[src/hw/rtl/dsf_pkg.sv]
// Shared types and constants of the distance sample filter.
// Used by dsf_avg, the top level and the bench; depends on nothing.
package dsf_pkg;

   // filter_mode register codes
   typedef enum logic [1:0] {
      MODE_RAW    = 2'd0,
      MODE_AVG    = 2'd1,
      MODE_MEAN   = 2'd2,
      MODE_MEDIAN = 2'd3
   } filter_mode_type;

   // register indexes on the csr port
   localparam int CSR_INDEX_W = 1;
   localparam logic [CSR_INDEX_W-1:0] CSR_FILTER_MODE      = 1'd0;
   localparam logic [CSR_INDEX_W-1:0] CSR_SMOOTHING_WEIGHT = 1'd1;

   localparam int WEIGHT_W = 9;
   localparam logic [WEIGHT_W-1:0] WEIGHT_ONE    = 9'd256;
   localparam logic [WEIGHT_W-1:0] WEIGHT_RESET  = 9'd205;

   // per-stage control that rides along with each word
   typedef struct packed {
      logic            valid;
      filter_mode_type mode;
   } stage_ctl_type;

   // update request to the running average unit
   typedef struct packed {
      logic                update;
      logic [WEIGHT_W-1:0] weight;
   } avg_ctl_type;

endpackage

[src/hw/rtl/dsf_cell.sv]
// One window cell: holds a sample, hands it to the next cell on shift and
// ranks its own value against the whole window. Depends on no other file.
module dsf_cell #(
   parameter int SAMPLE_BITS = 16,
   parameter int WINDOW_LEN  = 5,
   parameter int CELL_IDX    = 0
) (
   input  logic                                    clock,
   input  logic                                    reset,
   input  logic                                    shift_en,
   input  logic [SAMPLE_BITS-1:0]                  shift_in,
   input  logic [WINDOW_LEN-1:0][SAMPLE_BITS-1:0]  window_in,
   output logic [SAMPLE_BITS-1:0]                  value,
   output logic [WINDOW_LEN-1:0]                   below
);

   logic [SAMPLE_BITS-1:0] value_ff;
   logic [SAMPLE_BITS-1:0] value_in;

   always_comb begin
      value_in = shift_en ? shift_in : value_ff;
   end

   always_ff @(posedge clock) begin
      if (reset) begin
         value_ff <= '0;
      end else begin
         value_ff <= value_in;
      end
   end

   // below[j]: entry j sorts ahead of this cell (ties broken by position)
   always_comb begin
      for (int j = 0; j < WINDOW_LEN; j++) begin
         below[j] = (window_in[j] < value_ff) ||
                    ((window_in[j] == value_ff) && (j < CELL_IDX));
      end
   end

   assign value = value_ff;

endmodule

[src/hw/rtl/dsf_avg.sv]
// Exponential running average in Q.8 fixed point, one update per cycle while ctl.update is set.
// Depends on dsf_pkg.
module dsf_avg #(
   parameter int SAMPLE_BITS = 16
) (
   input  logic                     clock,
   input  logic                     reset,
   input  dsf_pkg::avg_ctl_type     ctl,
   input  logic [SAMPLE_BITS-1:0]   sample,
   output logic [SAMPLE_BITS+7:0]   average
);

   localparam int AVG_W = SAMPLE_BITS + 8;
   localparam int ACC_W = SAMPLE_BITS + 18;

   logic [AVG_W-1:0]            avg_ff;
   logic [AVG_W-1:0]            avg_in;
   logic [dsf_pkg::WEIGHT_W-1:0] w_sat;
   logic [dsf_pkg::WEIGHT_W-1:0] w_new;
   logic [ACC_W-1:0]            acc;

   always_comb begin
      w_sat  = (ctl.weight > dsf_pkg::WEIGHT_ONE) ? dsf_pkg::WEIGHT_ONE : ctl.weight;
      w_new  = dsf_pkg::WEIGHT_ONE - w_sat;
      acc    = ACC_W'({sample, 8'd0}) * ACC_W'(w_new) + ACC_W'(avg_ff) * ACC_W'(w_sat);
      avg_in = ctl.update ? acc[AVG_W+7:8] : avg_ff;
   end

   always_ff @(posedge clock) begin
      if (reset) begin
         avg_ff <= '0;
      end else begin
         avg_ff <= avg_in;
      end
   end

   assign average = avg_ff;

endmodule

[src/hw/rtl/distance_sample_filter_unit.sv]
// Distance sample filter, top level: window cell chain, running average,
// mean and median stages, output register. Depends on dsf_pkg, dsf_cell, dsf_avg.
//
// Takes one distance sample per word and returns one filtered word per sample,
// at a sustained rate of one word per cycle while the output is taken.
// Every sample shifts into a chain of WINDOW_LEN cells (cleared at reset, so
// early means and medians include zeros). filter_mode picks the result: raw
// sample, exponential running average (state updates only in that mode), the
// floor mean of the window, or the window median (lower median for an even
// length). Stage 1 is the cell chain plus the average register, stage 2 holds
// the window sum and the cell rank bits, stage 3 the reciprocal-multiply mean
// and the rank-selected median, then the output register. Each stage loads
// when it is empty or its successor moves, so a held output only stalls the
// input once the pipe behind it is full. The rate is set by the average
// update, a 9-bit multiply-accumulate that closes on itself each cycle.
// Configuration writes take effect on the next accepted word.
module distance_sample_filter_unit #(
   parameter int WINDOW_LEN  = 5,
   parameter int SAMPLE_BITS = 16
) (
   input  logic                              clock,
   input  logic                              reset,
   // input stream
   input  logic                              req_tvalid,
   output logic                              req_tready,
   input  logic [((SAMPLE_BITS+7)/8)*8-1:0]  req_tdata,   // [SAMPLE_BITS-1:0] sample_in
   // result stream
   output logic                              rsp_tvalid,
   input  logic                              rsp_tready,
   output logic [((SAMPLE_BITS+7)/8)*8-1:0]  rsp_tdata,   // [SAMPLE_BITS-1:0] filtered_out
   // configuration
   input  logic                              csr_we,
   input  logic [dsf_pkg::CSR_INDEX_W-1:0]   csr_index,
   input  logic [dsf_pkg::WEIGHT_W-1:0]      csr_wdata
);

   localparam int DATA_W     = ((SAMPLE_BITS + 7) / 8) * 8;
   localparam int IDX_BITS   = $clog2(WINDOW_LEN);
   localparam int SUM_W      = SAMPLE_BITS + IDX_BITS;
   localparam int RANK_W     = IDX_BITS;
   localparam int MID        = (WINDOW_LEN - 1) / 2;
   // floor(sum / WINDOW_LEN) == (sum * RECIP) >> MEAN_SHIFT for every sum < 2^SUM_W
   localparam int MEAN_SHIFT = SUM_W + IDX_BITS;
   localparam logic [63:0] RECIP64 =
      ((64'd1 << MEAN_SHIFT) + 64'(WINDOW_LEN) - 64'd1) / 64'(WINDOW_LEN);
   localparam int RECIP_W    = SUM_W + 1;
   localparam int PROD_W     = SUM_W + RECIP_W;
   localparam logic [RECIP_W-1:0] RECIP = RECIP64[RECIP_W-1:0];
   localparam logic [RANK_W-1:0]  MID_RANK = RANK_W'(MID);

   // ---------------- configuration registers ----------------
   dsf_pkg::filter_mode_type      mode_ff, mode_in;
   logic [dsf_pkg::WEIGHT_W-1:0]  weight_ff, weight_in;

   always_comb begin
      mode_in   = mode_ff;
      weight_in = weight_ff;
      if (csr_we) begin
         case (csr_index)
            dsf_pkg::CSR_FILTER_MODE:      mode_in   = dsf_pkg::filter_mode_type'(csr_wdata[1:0]);
            dsf_pkg::CSR_SMOOTHING_WEIGHT: weight_in = csr_wdata;
            default: ;
         endcase
      end
   end

   always_ff @(posedge clock) begin
      if (reset) begin
         mode_ff   <= dsf_pkg::MODE_RAW;
         weight_ff <= dsf_pkg::WEIGHT_RESET;
      end else begin
         mode_ff   <= mode_in;
         weight_ff <= weight_in;
      end
   end

   // ---------------- flow control ----------------
   dsf_pkg::stage_ctl_type s1_ff, s1_in, s2_ff, s2_in, s3_ff, s3_in;
   logic out_valid_ff, out_valid_in;
   logic out_free, free3, free2, free1, accept;

   assign out_free   = !out_valid_ff || rsp_tready;
   assign free3      = !s3_ff.valid || out_free;
   assign free2      = !s2_ff.valid || free3;
   assign free1      = !s1_ff.valid || free2;
   assign req_tready = free1;
   assign accept     = req_tvalid && free1;

   logic [SAMPLE_BITS-1:0] sample;
   assign sample = req_tdata[SAMPLE_BITS-1:0];

   // ---------------- stage 1: cell chain and running average ----------------
   logic [WINDOW_LEN-1:0][SAMPLE_BITS-1:0] window;
   logic [WINDOW_LEN-1:0][WINDOW_LEN-1:0]  below;

   for (genvar k = 0; k < WINDOW_LEN; k++) begin : g_cell
      dsf_cell #(
         .SAMPLE_BITS (SAMPLE_BITS),
         .WINDOW_LEN  (WINDOW_LEN),
         .CELL_IDX    (k)
      ) u_cell (
         .clock     (clock),
         .reset     (reset),
         .shift_en  (accept),
         .shift_in  ((k == 0) ? sample : window[(k == 0) ? 0 : k-1]),
         .window_in (window),
         .value     (window[k]),
         .below     (below[k])
      );
   end

   dsf_pkg::avg_ctl_type      avg_ctl;
   logic [SAMPLE_BITS+7:0]    average;

   assign avg_ctl.update = accept && (mode_ff == dsf_pkg::MODE_AVG);
   assign avg_ctl.weight = weight_ff;

   dsf_avg #(
      .SAMPLE_BITS (SAMPLE_BITS)
   ) u_avg (
      .clock   (clock),
      .reset   (reset),
      .ctl     (avg_ctl),
      .sample  (sample),
      .average (average)
   );

   // newest sample sits in cell 0; average register holds this word's update
   logic [SAMPLE_BITS-1:0] raw1;
   assign raw1 = (s1_ff.mode == dsf_pkg::MODE_AVG) ? average[SAMPLE_BITS+7:8] : window[0];

   always_comb begin
      s1_in = s1_ff;
      if (free1) begin
         s1_in.valid = accept;
         s1_in.mode  = mode_ff;
      end
   end

   // ---------------- stage 2: window sum, rank bits ----------------
   logic [SUM_W-1:0]                       sum2_ff, sum2_in, win_sum;
   logic [WINDOW_LEN-1:0][WINDOW_LEN-1:0]  below2_ff, below2_in;
   logic [WINDOW_LEN-1:0][SAMPLE_BITS-1:0] win2_ff, win2_in;
   logic [SAMPLE_BITS-1:0]                 raw2_ff, raw2_in;

   always_comb begin
      win_sum = '0;
      for (int k = 0; k < WINDOW_LEN; k++) begin
         win_sum = win_sum + SUM_W'(window[k]);
      end
   end

   always_comb begin
      s2_in     = s2_ff;
      sum2_in   = sum2_ff;
      below2_in = below2_ff;
      win2_in   = win2_ff;
      raw2_in   = raw2_ff;
      if (free2) begin
         s2_in     = s1_ff;
         sum2_in   = win_sum;
         below2_in = below;
         win2_in   = window;
         raw2_in   = raw1;
      end
   end

   // ---------------- stage 3: mean and median ----------------
   logic [PROD_W-1:0]      mean_prod;
   logic [SAMPLE_BITS-1:0] mean3_ff, mean3_in, med3_ff, med3_in, med_sel;
   logic [SAMPLE_BITS-1:0] raw3_ff, raw3_in;
   logic [RANK_W-1:0]      rank [WINDOW_LEN];

   assign mean_prod = PROD_W'(sum2_ff) * PROD_W'(RECIP);

   always_comb begin
      med_sel = '0;
      for (int k = 0; k < WINDOW_LEN; k++) begin
         rank[k] = '0;
         for (int j = 0; j < WINDOW_LEN; j++) begin
            rank[k] = rank[k] + RANK_W'(below2_ff[k][j]);
         end
         // ranks are a permutation, so exactly one cell matches
         if (rank[k] == MID_RANK) begin
            med_sel = med_sel | win2_ff[k];
         end
      end
   end

   always_comb begin
      s3_in    = s3_ff;
      mean3_in = mean3_ff;
      med3_in  = med3_ff;
      raw3_in  = raw3_ff;
      if (free3) begin
         s3_in    = s2_ff;
         mean3_in = mean_prod[MEAN_SHIFT +: SAMPLE_BITS];
         med3_in  = med_sel;
         raw3_in  = raw2_ff;
      end
   end

   // ---------------- output register ----------------
   logic [SAMPLE_BITS-1:0] out_ff, out_in;

   always_comb begin
      out_valid_in = out_valid_ff;
      out_in       = out_ff;
      if (out_free) begin
         out_valid_in = s3_ff.valid;
         case (s3_ff.mode)
            dsf_pkg::MODE_MEAN:   out_in = mean3_ff;
            dsf_pkg::MODE_MEDIAN: out_in = med3_ff;
            default:              out_in = raw3_ff;
         endcase
      end
   end

   always_ff @(posedge clock) begin
      if (reset) begin
         s1_ff        <= '{valid: 1'b0, mode: dsf_pkg::MODE_RAW};
         s2_ff        <= '{valid: 1'b0, mode: dsf_pkg::MODE_RAW};
         s3_ff        <= '{valid: 1'b0, mode: dsf_pkg::MODE_RAW};
         out_valid_ff <= 1'b0;
      end else begin
         s1_ff        <= s1_in;
         s2_ff        <= s2_in;
         s3_ff        <= s3_in;
         out_valid_ff <= out_valid_in;
      end
   end

   always_ff @(posedge clock) begin
      sum2_ff   <= sum2_in;
      below2_ff <= below2_in;
      win2_ff   <= win2_in;
      raw2_ff   <= raw2_in;
      mean3_ff  <= mean3_in;
      med3_ff   <= med3_in;
      raw3_ff   <= raw3_in;
      out_ff    <= out_in;
   end

   assign rsp_tvalid = out_valid_ff;
   assign rsp_tdata  = DATA_W'(out_ff);

   // ---------------- assertions ----------------
   // accepted word lands in the head cell and occupies stage 1
   a_head_cell: assert property (@(posedge clock) disable iff (reset)
      accept |=> (s1_ff.valid && window[0] == $past(sample)))
      else $error("accepted sample not in head cell");

   // average state moves only for words taken in average mode
   a_avg_hold: assert property (@(posedge clock) disable iff (reset)
      !avg_ctl.update |=> $stable(average))
      else $error("running average changed outside average mode");

   // a stage-3 word blocked by the output register is kept
   a_s3_hold: assert property (@(posedge clock) disable iff (reset)
      (s3_ff.valid && !out_free) |=> (s3_ff.valid && $stable(raw3_ff)))
      else $error("stage 3 word lost under stall");

   // stage 1 cannot be refilled while it holds a blocked word
   a_no_overrun: assert property (@(posedge clock) disable iff (reset)
      (s1_ff.valid && !free2) |-> !req_tready)
      else $error("input accepted over a held stage 1 word");

endmodule

[config.mk]
export PLATFORM = sky130hd
export DESIGN_NAME = distance_sample_filter_unit
export DESIGN_NICKNAME = d
export VERILOG_FILES = /design/src/hw/rtl/dsf_pkg.sv /design/src/hw/rtl/dsf_cell.sv /design/src/hw/rtl/dsf_avg.sv /design/src/hw/rtl/distance_sample_filter_unit.sv
export SDC_FILE = /design/constraint.sdc
export NUM_CORES = 2
export LEC_CHECK = 0
export BUFFER_PORTS_ARGS = -buffer_cell sky130_fd_sc_hd__buf_2
export CAP_MARGIN = 20
export CORE_MARGIN = 2
export CORE_UTILIZATION = 35
export DETAILED_ROUTE_END_ITERATION = 7
export GPL_TIMING_DRIVEN = 0
export SLEW_MARGIN = 20
export SYNTH_ARGS = -nofsm -noshare
export SYNTH_HDL_FRONTEND = slang
export SYNTH_HIERARCHICAL = 1
export SYNTH_SLANG_ARGS = --single-unit
export TNS_END_PERCENT = 5
[constraint.sdc]
create_clock -name clock -period 9.5 [get_ports clock]
set_clock_uncertainty 0.1 [all_clocks]
set_input_delay 0.95 -clock clock [delete_from_list [all_inputs] [get_ports clock]]
set_output_delay 0.95 -clock clock [all_outputs]
set_load 0.01 [all_outputs]
==> results.cfg <==
[outcome]
status = finished clean

[synthesis]
synth_top_area_cell = fa_1
synth_common_cells = inv_1, ha_1, fa_1
yosysTopAreaCellShare = 0.222
ys_ff_latch = 329
synthTopCellsByArea = fa_1, ha_1, edfxtp_1
synth.most_common_cell = inv_1
synthCells = 3934
yosysWarnings = 6
synth_area_um2 = 38600
ys_types = 81
yosysSeqAreaShare = 0.223
synth_async_sr_flop_share = 0
synthFlopType = edfxtp_1
syn_area_per_cell_um2 = 9.81
syn-num-nets = 5030
synth_edf_count = 204

[sta]
report.final.slew_viol_count = 0
fmax_mhz = 110
fin_crit_ps = 9130
finalSetupViolations = 0
final_hold_viol_count = 0
setup_slack_ps = 369
worst_slew_pin_slew_ps = 1140
final.period_utilization = 0.961
whs_ps = 322
slew_headroom = 0.241

[finish]
final_util = 0.388
layoutNonFillerInstCount = 5542
diodes = 0
fillers = 10800
drive_gt1_frac = 0.0546
synthToLayoutAreaGrowth_pct = 9.70
nNetsFinal = 5130

[cts]
htreeDepth = 2
cts-root-buf = clkbuf_16
cts.sink_count = 329
clk_pin_slew_worst_paths_ps = 60
cts_buffer_depth = 3
cts_tree = done
cts_buffers = 40
clock_latency_ps = 590

[detailed_routing]
detail_route.first_pass.iterations = 6
drt_wl_total_um = 109000
drtIter0Drc = 2253
wl_per_cell_um = 19.7
detail_route.vias_per_cell = 5.17
num_vias = 28600
remaining_drc_errors = 0
drt.antenna.violating_nets = 0

[worst_setup_path]
cp_slowest_cell = fa_1
crit_type = flop to flop
cp.required_ps = 9900
r2r_cells = 36
cp_max_fo = 10
cp.arrival_ps = 9530
timing.rr.start = weight_ff[8]$_SDFFE_PP0P_
path_common_cell = inv_1
setup.worst_path.end_class = flop
crit_start = weight_ff[8]$_SDFFE_PP0P_
slowest_delay_ps = 550
critPathLaunchType = flop

[hold_path]
min_from = raw2_ff[10]$_DFFE_PP_
hp-class = flop to flop
hold_depth = 0

[floorplan]
start_util = 0.354
fp-row-count = 121
core_area_um2 = 109000
die_x_um = 336
io_pins = 49
fp.dieH_um = 336
die_area_um2 = 113000

[place]
place_hpwl_um = 84900
dp_cells = 5465
portBuffers = 48
place_ws_ps = -1610
routabilityCongestion = 0.890

[global_routing]
overflow = 0
antenna_found_initial = 1
grt_pass1_wl_um = 171000
grt_max_degree = 51
first_global_vias = 29000
track_usage = 0.198

[power_and_ir_drop]
p_leak_nw = 20.9
ir_drop_mv = 0.313
powerDensity_nw_per_um2 = 298

[flow_run]
cap_violations = 0
registers in the layout, indices dropped and copies added, names as in the netlist:
signal and count:
mode_ff 2, weight_ff 9, s3_ff 3, sum2_ff 19, raw2_ff 16, med3_ff 16, mean3_ff 16, s2_ff 3
raw3_ff 16, g_cell.u_cell/value 80, win2_ff 80, u_avg/average 24, s1_ff 3, below2_ff 25, rsp_tdata 16, rsp_tvalid 1
logic make-up (layout without fill, tap and decap cells):
| logic type | after synthesis | count (layout) | synth area share |
|---|---|---|---|
| AOI/OAI and AO/OA | 566 | 566 | 0.0965 |
| xor gates and xnor gates | 90 | 90 | 0.0208 |
| and+or+nand+nor | 952 | 952 | 0.117 |
| DFF | 329 | 329 | 0.223 |
| muxes | 138 | 138 | 0.0363 |
| adders and majority gates | 1065 | 1065 | 0.429 |
| buffers and inverters | 794 | 926 | 0.0779 |
layout make-up:
type | count | area (µm²) | area share
multi-input combinational | 2811 | 27200 | 0.641
sequential | 329 | 8630 | 0.204
inverter | 672 | 2520 | 0.0596
tap | 1476 | 1850 | 0.0436
clock buffer | 53 | 1110 | 0.0262
buffer | 120 | 505 | 0.0119
timing repair buffer | 60 | 379 | 0.00895
clock inverter | 21 | 206 | 0.00487
layer usage:
metal,routed length (µm),vias up,global-route usage
li1,-,13500,-
met1,50500,14200,0.283
met2,49800,835,0.319
met3,6630,137,0.0202
met4,2400,2,0.0478
met5,16,-,0
metrics by stage:
| stage | cell area, µm² | total power, W | setup TNS, ps |
|---|---|---|---|
| floorplan | 38600 | 0.00837 | 0 |
| global placement | 40700 | 0.0108 | -10270 |
| detailed placement | 40800 | 0.0109 | -10600 |
| CTS | 42300 | 0.0125 | 0 |
| global route | 42400 | 0.0139 | -4.60 |
| finish | 42400 | 0.0126 | 0 |
where the power goes:
| part | internal (W) | total, W | switching [W] |
|---|---|---|---|
| logic | 0.00355 | 0.00924 | 0.00569 |
| clock network | 0.000869 | 0.00152 | 0.000651 |
| registers | 0.00173 | 0.00186 | 0.000130 |
| total | 0.00615 | 0.0126 | 0.00647 |
worst max-delay path, delay by kind of cell, from the launching register on:
kind	cells	cell delay, ps
xor+xnor	3	1120
buf+inv	10	1550
compound gates	8	1840
fa+ha+maj	8	3390
simple gates	7	730
flops	1	310
what timing repair did:
| item | in CTS | in global routing |
|---|---|---|
| gates resized for setup | 21 | 23 |
| setup buffers | 4 | 1 |
| hold buffers | 0 | 0 |
| pin swaps | 3 | 1 |
| endpoints found under the setup margin | 13 | 4 |
path summary, 6_finish.rpt:
kind	to	slack, ps
worst min-delay path	raw3_ff[10]$_DFFE_PP_	320
worst max-delay path	u_avg/average[23]$_SDFFE_PP0P_	370
worst max register to register	u_avg/average[23]$_SDFFE_PP0P_	370
worst min register to register	raw3_ff[10]$_DFFE_PP_	320
cell usage in the layout (no fill, tap or decap), types with 8 or more instances in the layout:
cell / n
a2111oi_0: 10
a2111oi_1: 9
a211oi_1: 14
a21o_1: 61
a21oi_1: 223
a221o_1: 11
a222oi_1: 16
a22oi_1: 16
and2_1: 100
and3_1: 21
buf_1: 38
buf_2: 60
buf_4: 10
clkbuf_1: 62
clkbuf_16: 40
clkbuf_2: 10
dfxtp_1: 125
edfxtp_1: 204
fa_1: 429
ha_1: 635
inv_1: 672
mux2_2: 16
mux2i_1: 122
nand2_1: 387
nand2b_1: 12
nand3_1: 63
nand4_1: 62
nor2_1: 188
nor2b_1: 39
nor3_1: 22
nor4_1: 12
o211ai_1: 26
o21a_1: 8
o21ai_0: 76
o21bai_1: 11
o31ai_1: 8
or4_1: 11
xnor2_1: 53
xor2_1: 27
No activity file was read; power rests on OpenSTA's default activity.
